==> config.mk <==
export PLATFORM = sky130hd
export DESIGN_NAME = spf_predict
export DESIGN_NICKNAME = d
export VERILOG_FILES = /design/src/hdl/assert_macros.svh /design/src/hdl/spf_pkg.sv /design/src/hdl/spf_predict.sv
export SDC_FILE = /design/constraint.sdc
export NUM_CORES = 1
export LEC_CHECK = 0
export BUFFER_PORTS_ARGS = -buffer_cell sky130_fd_sc_hd__buf_2
export CORE_MARGIN = 5
export CORE_UTILIZATION = 30
export DETAILED_ROUTE_END_ITERATION = 8
export GPL_ROUTABILITY_DRIVEN = 0
export MAX_ROUTING_LAYER = met4
export PLACE_DENSITY = 0.48
export SYNTH_ARGS = -nofsm -noshare
export SYNTH_HDL_FRONTEND = slang
export SYNTH_SLANG_ARGS = --single-unit
==> constraint.sdc <==
create_clock -name vclk -period 6.6
set_clock_uncertainty 0.05 [all_clocks]
set_input_delay 0.33 -clock vclk [all_inputs]
set_output_delay 0.33 -clock vclk [all_outputs]
set_load 0.01 [all_outputs]
==> src/hdl/assert_macros.svh <==
// Assertion macros used by the top RTL file of the scanline predictor filter.
`ifndef ASSERT_MACROS_SVH
`define ASSERT_MACROS_SVH

// Concurrent check sampled at the rising clock, off while reset is asserted.
`define SPF_ASSERT(lbl, clk, rstn, prop, msg) \
    lbl: assert property (@(posedge clk) disable iff (!(rstn)) (prop)) else $error(msg);

// Check that a condition in one cycle implies a condition in the next.
`define SPF_ASSERT_NEXT(lbl, clk, rstn, cond, nxt, msg) \
    lbl: assert property (@(posedge clk) disable iff (!(rstn)) (cond) |=> (nxt)) \
        else $error(msg);

`endif

==> src/hdl/spf_pkg.sv <==
// Package with sizes, mode codes and the register index codes of the filter.
package spf_pkg;

    localparam int MAX_WIDTH = 4096;
    localparam int COL_W     = $clog2(MAX_WIDTH);
    localparam int LW_W      = 13;
    localparam int CMP_W     = (COL_W + 1 > LW_W) ? COL_W + 1 : LW_W;
    localparam int PIX_W     = 8;
    localparam int MODE_W    = 3;
    localparam int IDX_W     = 2;

    localparam logic [MODE_W-1:0] MODE_NONE       = 3'd0;
    localparam logic [MODE_W-1:0] MODE_SUB        = 3'd1;
    localparam logic [MODE_W-1:0] MODE_UP         = 3'd2;
    localparam logic [MODE_W-1:0] MODE_AVG        = 3'd3;
    localparam logic [MODE_W-1:0] MODE_PAETH      = 3'd4;
    localparam logic [MODE_W-1:0] MODE_BAD_PAETH  = 3'd5;
    localparam logic [MODE_W-1:0] MODE_BAD_AVG    = 3'd6;

    localparam logic [IDX_W-1:0] REG_FILTER_MODE  = 2'd0;
    localparam logic [IDX_W-1:0] REG_DECODE_MODE  = 2'd1;
    localparam logic [IDX_W-1:0] REG_LINE_WIDTH   = 2'd2;

    localparam logic [LW_W-1:0] LINE_WIDTH_RESET  = 13'd4096;

    typedef logic [PIX_W-1:0] pix_t;
    typedef logic [COL_W-1:0] col_t;

    typedef struct packed {
        logic [MODE_W-1:0] mode;
        logic              col_zero;
        logic              first_row;
    } pred_ctrl_t;

endpackage

==> src/hdl/spf_predict.sv <==
// Predictor selection from the left, upper and upper-left neighbors.
module spf_predict
    import spf_pkg::*;
(
    input  pix_t       a,
    input  pix_t       b,
    input  pix_t       c,
    input  pred_ctrl_t ctrl,
    output pix_t       pred
);

    logic [PIX_W:0]   sum_ab;
    logic [PIX_W:0]   sum_cc;
    logic [PIX_W-1:0] pa;
    logic [PIX_W-1:0] pb;
    logic [PIX_W:0]   pc;
    pix_t             paeth;
    pix_t             bp;
    pix_t             bda;
    pix_t             bdb;
    pix_t             bdc;
    pix_t             bad_paeth;
    pix_t             bad_avg;
    pix_t             diff_ba;
    pix_t             diff_ab;
    pix_t             avg;

    always_comb begin
        sum_ab = {1'b0, a} + {1'b0, b};
        sum_cc = {1'b0, c} + {1'b0, c};
        pa = (b >= c) ? b - c : c - b;
        pb = (a >= c) ? a - c : c - a;
        pc = (sum_ab >= sum_cc) ? sum_ab - sum_cc : sum_cc - sum_ab;
        if ({1'b0, pa} <= {1'b0, pb} && {1'b0, pa} <= pc) begin
            paeth = a;
        end else if ({1'b0, pb} <= pc) begin
            paeth = b;
        end else begin
            paeth = c;
        end

        bp  = a + b - c;
        bda = a - bp;
        bdb = b - bp;
        bdc = c - bp;
        if (bda <= bdb && bda <= bdc) begin
            bad_paeth = a;
        end else if (bdb <= bdc) begin
            bad_paeth = b;
        end else begin
            bad_paeth = c;
        end

        diff_ab = a - b;
        diff_ba = b - a;
        if (a >= b) begin
            bad_avg = diff_ab >> 1;
        end else begin
            bad_avg = pix_t'(9'h100 - {2'b00, diff_ba[PIX_W-1:1]});
        end

        avg = sum_ab[PIX_W:1];

        pred = '0;
        if (!ctrl.col_zero) begin
            if (ctrl.mode == MODE_SUB) begin
                pred = a;
            end else if (!ctrl.first_row) begin
                case (ctrl.mode)
                    MODE_UP:        pred = b;
                    MODE_AVG:       pred = avg;
                    MODE_PAETH:     pred = paeth;
                    MODE_BAD_PAETH: pred = bad_paeth;
                    MODE_BAD_AVG:   pred = bad_avg;
                    default:        pred = '0;
                endcase
            end
        end
    end

endmodule

After elaboration in Yosys (flattened, before gate mapping)

Cells that the tools add are included.

Add/sub/neg operators: 16
$lt $le $gt $ge: 10
Eq/ne operators: 6
Mux-type cells: 12
Reduce and logical (&&, ||, !) cells: 2

Operators by type and width:

| cell                                                                  | number |
|---|---|
| 8-bit 2-to-1 mux                                                      | 10 |
| 8-bit subtractor                                                      | 10 |
| 8-bit one-hot mux with 5 select lines                                 | 1 |
| 8-bit <= comparator                                                   | 4 |
| 8-bit greater-or-equal comparator                                     | 3 |
| 8-bit by 8-bit adder with 9-bit output                                | 2 |
| 8-bit by 9-bit <= comparator with 1-bit output                        | 2 |
| 9-bit subtractor                                                      | 2 |
| 3-bit equality test, second input constant                            | 3 |
| 9-bit greater-or-equal comparator                                     | 1 |
| 9-bit 2-to-1 mux                                                      | 1 |
| 8-bit adder                                                           | 1 |
| 1-bit by 7-bit subtractor with 8-bit output, first input constant     | 1 |
| 3-bit by 2-bit equality test with 1-bit output, second input constant | 2 |
| 3-bit by 1-bit equality test with 1-bit output, second input constant | 1 |
| 1-bit logical AND                                                     | 2 |

Bits in registers: 0
Input bits: 29
Output and inout bits: 8
Word-level logic and storage cells: 46

Depth between registers and ports, before layout

Gate-level depths: netlist of run 1.

Depth after elaboration: 10
Depth in mapped cells: 30
Depth with buffers taken out: 29

Worst setup path before layout of run 1

Ideal clock, no wire load.

Path type: input-to-output
From: input port a[2]
To: output port pred[0]
Arrival: 6.052 ns
Required time: 6.220 ns
Setup slack: 0.168 ns
Stages: 28
Buffers on the path: 2
Path through: inv_1 ha_1 clkbuf_1 nand2b_1 a21oi_1 o21bai_1 a21oi_1 nor2_1 xnor2_1 inv_1 ha_1 and4_4 and2_4 a211oi_2 clkbuf_1 mux2i_1 nand2_1 a221oi_1 xor2_1 ha_1 and3_1 nand3_1 or4_1 a32oi_1 mux2_2 a21boi_1 nand2b_1 o211ai_1

Longest elaborated chain between the ends: 10
Elaborated cells between the ends (all ways): 32
Those cells by class: 10 x add/sub; 9 x order compare; 11 x mux; 2 x reduce/logical

Ends and longest elaborated chain:

| element                                                               | RTL line                             | source |
|---|---|---|
| start: declaration                                                    | spf_predict.sv:5                     | `input pix_t a,` |
| 8-bit adder or 8-bit by 8-bit adder with 9-bit output (tied branches) | spf_predict.sv:42, spf_predict.sv:29 |  |
| 8-bit subtractor, or another cell as far along                        | spf_predict.sv:42                    | `bp = a + b - c;` |
| 8-bit subtractor, or another cell as far along                        | spf_predict.sv:44                    | `bdb = b - bp;` |
| 8-bit <= comparator, or another cell as far along                     | spf_predict.sv:48                    | `end else if (bdb <= bdc) begin` |
| 8-bit 2-to-1 mux, or another cell as far along                        | spf_predict.sv:48                    |  |
| 8-bit 2-to-1 mux (on tied branches)                                   | spf_predict.sv:46, spf_predict.sv:34 |  |
| 8-bit one-hot mux with 5 select lines *                               | spf_predict.sv:69                    | `case (ctrl.mode)` |
| 8-bit 2-to-1 mux *                                                    | spf_predict.sv:68                    | `end else if (!ctrl.first_row) begin` |
| 8-bit 2-to-1 mux *                                                    | spf_predict.sv:66                    | `if (ctrl.mode == MODE_SUB) begin` |
| 8-bit 2-to-1 mux *                                                    | spf_predict.sv:65                    | `if (!ctrl.col_zero) begin` |
| end: declaration                                                      | spf_predict.sv:9                     | `output pix_t pred` |

Every way passes the cells marked *; elsewhere a longest branch is shown, timed or not.

Final worst setup path of run 1

From: input port a[0]
To: output port pred[6]

Same word-level chain as after synthesis.

==> results.sh, run 1 <==
export IMPL_post_synth_cell_area_avg_um2=7.45
export IMPL_synth_yosys_warnings=0
export IMPL_worstSetupEndpointType="output pin"
export IMPL_routed_wire_length_per_instance_um=19.9
export IMPL_floorplan_rows=52
export IMPL_tightest_slew_ns=1.14
export IMPL_design_core_area_um2=20200
export IMPL_run_status="completed"
export IMPL_post_synth_top_count_cell="ha_1"
export IMPL_power_density_nw_per_um2=362
export IMPL_criticalPathCategory="input port to output pin"
export IMPL_synth_net_count=1008
export IMPL_final_layout_size_suffix_gt1_frac=0.177
export IMPL_synth_cell_count_leaders="ha_1 (139), inv_1 (94), a21oi_1 (69)"
export IMPL_drt_initial_drc_count=347
export IMPL_floorplan_die_width_um=153
export IMPL_finalSetupViolCount=0
export IMPL_antenna_cells_inserted=0
export IMPL_arrival_ns=5.98
export IMPL_yosys_area_top_type_share=0.284
export IMPL_timing_max_slew_rel_slack=0.230
export IMPL_n_clock_buffer=0
export IMPL_grt_pass1_wl_um=35600
export IMPL_yosysTopAreaCell="ha_1"
export IMPL_peakVddDrop_uv=297
export IMPL_initial_utilization=0.303
export IMPL_period_share=0.964
export IMPL_worstSetupPathDepth=28
export IMPL_worst_path_maximum_fanout=8
export IMPL_worst_setup_path_start_kind="input port"
export IMPL_die_area_um2=23400
export IMPL_hpwlAfterDp_um=19500
export IMPL_hold_violations=0
export IMPL_wl_um=23300
export IMPL_cp_buffers_inverters=3
export IMPL_syn_inst=821
export IMPL_via_per_inst=5.36
export IMPL_report_final_slew_viol_count=0
export IMPL_timing_critical_path_required_ns=6.22
export IMPL_grtUsageTotal=0.196
export IMPL_count_of_max_cap_constraint_violations=0
export IMPL_final_setup_worst_slack_ns=0.236
export IMPL_ys_types=68
export IMPL_min_path_cells=4
export IMPL_util_after_layout=0.361
export IMPL_final_cells=1170
export IMPL_detailroute_via_count=6272
export IMPL_highest_cell_delay_on_the_worst_timing_path_ns=0.48
export IMPL_grt_start_max_net_pins=19
export IMPL_grt_overflow_total=0
export IMPL_hp_class="input port to output pin"
export IMPL_synth_cell_area_um2=6120
export IMPL_number_of_optimization_iterations_in_the_first_detailed_route_pass=5
export IMPL_yosys_top_cells_area="ha_1 (28%), fa_1 (6.2%), xnor2_1 (6.2%), inv_1 (5.8%), a21oi_1 (5.6%)"
export IMPL_grt_antenna_before_repair=0
export IMPL_post_route_drc_count=0
export IMPL_synth_seq_area_share=0
export IMPL_cp_slowest_cell="or4_1"
export IMPL_area_delta_synth_final_pct=19.2
export IMPL_p_leak_uw=0.00354
export IMPL_first_global_vias=6234
export IMPL_final_net_count=1089
export IMPL_sequential_cell_total=0
export IMPL_fillCellCount=2185
export IMPL_fp_dieH_um=153
export IMPL_detail_route_antenna_nets=0
export IMPL_dpl_cell_count=1157
export IMPL_io_buffer_count=37
export IMPL_cp_top_family="compound AO/OA/AOI/OAI gates"
export IMPL_post_place_ws_ns=-0.0314
export IMPL_fmax_ghz=0.157
export IMPL_sequential_cell_area_um2=0
export IMPL_top_level_ports=37
export IMPL_period_minus_slack_ns=6.36
per-layer routing:
metal  up-vias  global-route usage  share of wire
li1       3106                   -              -
met1      2961               0.259           0.45
met2       171               0.326           0.47
met3        34              0.0232          0.058
met4         0              0.0361          0.021
met5         -                   -              0
worst min-delay path, cell delays in order:
cell,delay (ns)
buf_2,0.13
mux2i_1,0.13
o211ai_1,0.10
buf_2,0.15
metrics by stage:
step / cell area [um^2] / setup TNS [ns] / total power, uW / hold slack, ns
CTS: 6980 / 0 / 2500 / 1.11
floorplan: 6120 / 0 / 1760 / 0.779
finish: 7290 / 0 / 2640 / 1.12
detailed placement: 6930 / -0.0936 / 2470 / 1.11
global placement: 6930 / 0 / 2480 / 1.10
global route: 7290 / -0.0257 / 2950 / 1.15
kinds of logic after synthesis:
logic type,synth area share
muxes,0.0626
AOI/OAI and AO/OA,0.247
and+or+nand+nor,0.173
xor gates and xnor gates,0.0988
adders and majority gates,0.346
buffers and inverters,0.0722
area by class of cell:
| type | instances | area [um^2] | area share |
|---|---|---|---|
| repair buffers | 99 | 661 | 0.0906 |
| multi-input cells | 707 | 5930 | 0.814 |
| inverters | 94 | 360 | 0.0494 |
| well taps | 270 | 338 | 0.0463 |
power breakdown:
part	switching [uW]	internal [uW]
logic	1470	1170
registers	0	0
clock network	0	0
repair_timing:
action	CTS	global route
buffers inserted	4	9
gates cloned	0	0
hold buffers	0	0
resized for setup	5	51
endpoints found under the setup margin	7	8
pin swaps	2	27
worst paths after layout:
check,end,startpoint,slack [ns]
worst max-delay path,pred[6],a[0],0.24
worst min-delay path,pred[7],c[7],1.12
layout by cell type, fill, tap and decap left out, drive strengths merged, types with 17 or more instances in the layout:
cell type and instances:
xor2 26, a21oi 69, xnor2 43, nor2 43, ha 139, nor3 20
fa 19, nand2b 17, nand3 27, a21o 25, mux2i 30, buf 98
o21ai 51, inv 92, nand2 45
(Power assumes the default switching activity.)
==> inputs of run 2 (changes only) <==
Settings changed: CELL_PAD_IN_SITES_DETAIL_PLACEMENT set to 0, CELL_PAD_IN_SITES_GLOBAL_PLACEMENT set to 2, PLACE_DENSITY 0.48 to 0.72.
==> run 2 against run 1 <==
  * Combinational power is 2% higher
  * Sequential cell count stayed put
  * Die area stayed put
  * Final area is 1.5% lower
  * Total power is 2.1% higher
  * Utilization is 0.53 points lower
  * Maximum frequency is 0.63% higher
  * Worst hold slack worse by 0.0071 ns
  * Non-clock buffer count is 9 lower
  * Final cell count is 0.77% lower
  * Setup slack better by 0.040 ns
  * Largest cell class unchanged
==> results.sh, run 2 (synthesized netlist as in run 1, its figures left out) <==
export IMPL_run_status="completed"
export IMPL_drt_initial_drc_count=311
export IMPL_grtUsageTotal=0.202
export IMPL_die_area_um2=23400
export IMPL_first_global_vias=6257
export IMPL_hold_violations=0
export IMPL_post_route_drc_count=0
export IMPL_finalSetupViolCount=0
export IMPL_cp_slowest_cell="or4_1"
export IMPL_fmax_ghz=0.158
export IMPL_worstSetupEndpointType="output pin"
export IMPL_sequential_cell_area_um2=0
export IMPL_hold_end="pred[7]"
export IMPL_grt_util_met3=0.00481
export IMPL_floorplan_rows=52
export IMPL_routed_wire_length_per_instance_um=20.6
export IMPL_via_per_inst=5.31
export IMPL_design_core_area_um2=20200
export IMPL_origin_of_the_worst_min_delay_path="c[7]"
export IMPL_grt_start_max_net_pins=19
export IMPL_grt_pass1_wl_um=36500
export IMPL_use_met1=0.274
export IMPL_period_share=0.958
export IMPL_tightest_slew_ns=1.11
export IMPL_io_buffer_count=37
export IMPL_commonest_non_fill_non_tap_cell_in_the_layout="ha_1"
export IMPL_report_final_slew_viol_count=0
export IMPL_floorplan_die_width_um=153
export IMPL_met2_usage=0.351
export IMPL_grt_busiest_layer="met2"
export IMPL_min_path_cells=4
export IMPL_antenna_cells_inserted=0
export IMPL_grt_antenna_before_repair=0
export IMPL_layout_common_cells="ha_1 (132), inv_1 (94), a21oi_1 (60)"
export IMPL_p_total_uw=2690
export IMPL_top_level_ports=37
export IMPL_util_after_layout=0.356
export IMPL_detail_route_antenna_nets=0
export IMPL_cts_hold_buffers=0
export IMPL_fillCellCount=2250
export IMPL_number_of_optimization_iterations_in_the_first_detailed_route_pass=4
export IMPL_power_density_nw_per_um2=375
export IMPL_setup_worst_path_start="a[2]"
export IMPL_arrival_ns=5.94
export IMPL_hpwlAfterDp_um=20200
export IMPL_count_of_max_cap_constraint_violations=0
export IMPL_holdWs_ns=1.11
export IMPL_final_layout_size_suffix_gt1_frac=0.159
export IMPL_timing_critical_path_required_ns=6.22
export IMPL_peakVddDrop_uv=577
export IMPL_final_net_count=1080
export IMPL_detailroute_via_count=6163
export IMPL_timing_max_slew_rel_slack=0.255
export IMPL_fin_setup_tns_ns=0
export IMPL_p_leak_uw=0.00350
export IMPL_worst_setup_path_start_kind="input port"
export IMPL_wl_um=23900
export IMPL_criticalPathCategory="input port to output pin"
export IMPL_period_minus_slack_ns=6.32
export IMPL_area_delta_synth_final_pct=17.4
export IMPL_sequential_cell_total=0
export IMPL_grt_overflow_total=0
export IMPL_highest_cell_delay_on_the_worst_timing_path_ns=0.48
export IMPL_fp_dieH_um=153
export IMPL_worst_path_maximum_fanout=8
export IMPL_hp_class="input port to output pin"
export IMPL_n_clock_buffer=0
export IMPL_initial_utilization=0.303
==> run 2: final cells by class <==
type               instances  area [um^2]  area share
inverters                 94          353      0.0491
multi-input cells        707         5890       0.820
repair buffers            90          606      0.0843
well taps                270          338      0.0470
==> run 2: worst max-delay path: cells and delay by family <==
family                     cells  cell delay, ns
adders and majority gates      3            0.95
buffers and inverters          5            0.63
muxes                          1            0.21
xor gates and xnor gates       2            0.33
and+or+nand+nor                7            1.46
AOI/OAI and AO/OA             12            2.03
==> run 2: metrics by stage <==
step                std cells  cell area (um^2)  setup slack, ns
CTS                      1159              6960           0.0395
detailed placement       1159              6960        -0.000857
finish                   1161              7180            0.276
floorplan                 821              6120            0.168
global placement         1159              6960            0.101
global route             1161              7180          -0.0735
==> run 2: what timing repair did <==
item | 4_1_cts | 5_1_grt
endpoints found under the hold margin | 0 | 0
resized for setup | 1 | 47
pin swaps | 0 | 24
endpoints found under the setup margin | 6 | 8
setup buffers | 0 | 2
==> run 2: power breakdown <==
group | internal [uW] | switching [uW]
Sequential | 0 | 0
Combinational | 1190 | 1510
Clock | 0 | 0
Total | 1190 | 1510
==> run 2: worst max path at each step <==
stage | endpoint | slack, ns | cells after the start
global placement | pred[3] | 0.10 | 27
finish | pred[6] | 0.28 | 30
detailed placement | pred[1] | -0.0009 | 27
floorplan | pred[0] | 0.17 | 28
global route | pred[6] | -0.07 | 28
CTS | pred[1] | 0.04 | 27
==> run 2: routing by layer <==
layer / wire length, um / up-vias / part of all wire
li1: - / 3088 / -
met1: 11200 / 2942 / 0.47
met2: 11600 / 115 / 0.49
met3: 802 / 18 / 0.034
met4: 250 / 0 / 0.010
met5: 0 / - / 0
==> inputs of run 3 (changes only) <==
==> constraint.sdc (replaced) <==
create_clock -name vclk -period 6.6
set_clock_uncertainty 0.05 [all_clocks]
set_input_delay 1.65 -clock vclk [all_inputs]
set_output_delay 1.65 -clock vclk [all_outputs]
set_load 0.01 [all_outputs]
==> run 3 against run 2 <==
  * The run now ends with setup timing left
  * Maximum frequency decreased by 28%
  * Setup slack got worse by 2.5 ns
  * Sequential share of layout area unchanged
  * Worst hold slack improved by 2.7 ns
  * Wire length rose by 6.7%
  * Die area did not move
  * Final cell count increased by 20%
  * Total power is 26% higher
  * Critical path type unchanged
==> results.sh, run 3 (synthesized netlist as in run 1, its figures left out) <==
export IMPL_critPathMostFrequentCell="buf_4"
export IMPL_final_layout_size_suffix_gt1_frac=0.366
export IMPL_initial_utilization=0.303
export IMPL_fmax_ghz=0.113
export IMPL_grt_pass1_wl_um=39500
export IMPL_worstSetupEndpointType="output pin"
export IMPL_via_per_inst=5.02
export IMPL_grt_overflow_total=0
export IMPL_p_leak_uw=0.00471
export IMPL_hp_class="input port to output pin"
export IMPL_count_of_max_cap_constraint_violations=0
export IMPL_failed_checks="setup timing"
export IMPL_antenna_cells_inserted=0
export IMPL_io_buffer_count=37
export IMPL_hpwlAfterDp_um=22300
export IMPL_design_core_area_um2=20200
export IMPL_fillCellCount=2091
export IMPL_final_cells=1393
export IMPL_peakVddDrop_uv=333
export IMPL_dpl_cell_count=1371
export IMPL_finalSetupViolCount=8
export IMPL_tightest_slew_ns=0.914
export IMPL_first_global_vias=7146
export IMPL_area_delta_synth_final_pct=52.1
export IMPL_n_clock_buffer=0
export IMPL_report_final_slew_viol_count=0
export IMPL_run_status="complete, but fails checks"
export IMPL_worst_path_maximum_fanout=3
export IMPL_floorplan_die_width_um=153
export IMPL_period_minus_slack_ns=8.81
export IMPL_grt_setup_unrepaired="true"
export IMPL_worst_setup_path_start_kind="input port"
export IMPL_sequential_cell_total=0
export IMPL_cp_slowest_cell="a2111o_1"
export IMPL_top_level_ports=37
export IMPL_final_net_count=1312
export IMPL_fp_dieH_um=153
export IMPL_grt_start_max_net_pins=19
export IMPL_hold_violations=0
export IMPL_wl_um=25500
export IMPL_detailroute_via_count=6989
export IMPL_sequential_cell_area_um2=0
export IMPL_post_place_ws_ns=-2.45
export IMPL_die_area_um2=23400
export IMPL_post_route_drc_count=0
export IMPL_floorplan_rows=52
export IMPL_criticalPathCategory="input port to output pin"
export IMPL_timing_critical_path_required_ns=4.90
export IMPL_commonest_non_fill_non_tap_cell_in_the_layout="buf_4"
export IMPL_timing_max_slew_rel_slack=0.386
export IMPL_power_density_nw_per_um2=365
export IMPL_fin_setup_tns_ns=-17.11
export IMPL_layout_common_cells="buf_4 (276), ha_1 (127), inv_1 (87)"
export IMPL_highest_cell_delay_on_the_worst_timing_path_ns=0.46
export IMPL_detail_route_antenna_nets=0
export IMPL_period_share=1.34
export IMPL_drt_initial_drc_count=451
export IMPL_final_setup_worst_slack_ns=-2.21
export IMPL_routed_wire_length_per_instance_um=18.3
export IMPL_grtUsageTotal=0.216
export IMPL_cts_hold_buffers=0
export IMPL_grt_antenna_before_repair=0
export IMPL_number_of_optimization_iterations_in_the_first_detailed_route_pass=7
export IMPL_arrival_ns=7.11
## run 3: cell count changes in the layout (fill, tap and decap cells not counted), sizes merged
| cell | previous run | this run |
|---|---|---|
| inv | 94 | 92 |
| buf | 89 | 321 |
| clkinvlp | 0 | 2 |
## run 3: where the power goes
| group | switching, uW | leakage, uW | internal [uW] | total (uW) |
|---|---|---|---|---|
| Combinational | 1680 | 0.00471 | 1720 | 3400 |
| Clock | 0 | 0 | 0 | 0 |
| Sequential | 0 | 0 | 0 | 0 |
## run 3: metal layers
| metal | track usage | part of all wire | vias up |
|---|---|---|---|
| li1 | - | - | 3547 |
| met1 | 0.285 | 0.46 | 3262 |
| met2 | 0.380 | 0.49 | 147 |
| met3 | 0.00226 | 0.033 | 33 |
| met4 | 0.0327 | 0.021 | 0 |
| met5 | - | 0 | - |
## run 3: area by class of cell
class	count	area [um^2]	area share
repair buffers	322	2450	0.263
well taps	270	338	0.0363
multi-input cells	707	6150	0.661
inverters	94	363	0.0390
## run 3: timing repair
action | CTS | global route
setup endpoints to repair | 8 | 8
gates resized for setup | 37 | 56
pin swaps | 30 | 37
buffers inserted | 15 | 7
## run 3: metrics by stage
step                      hold WS (ns)  total power (uW)  instance area, um^2  utilization
after floorplan                   3.37              1820                 6280            -
after global routing              3.84              3750                 9310        0.461
after detailed placement          3.84              3110                 8720        0.432
after global placement            3.82              3100                 8720        0.432
final                             3.80              3400                 9310        0.461
after CTS                         3.80              3220                 9010        0.447
## run 3: final timing paths
path | startpoint | endpoint | slack, ns | cells after the start
worst max-delay path | b[1] | pred[6] | -2.21 | 30
worst min-delay path | a[0] | pred[0] | 3.80 | 5
## run 3: critical path: cells and delay by family
family                     cells  cell delay, ns
AOI/OAI and AO/OA             12            2.63
buffers and inverters         10            1.18
and+or+nand+nor                2            0.36
adders and majority gates      3            0.77
muxes                          1            0.23
xor gates and xnor gates       2            0.28
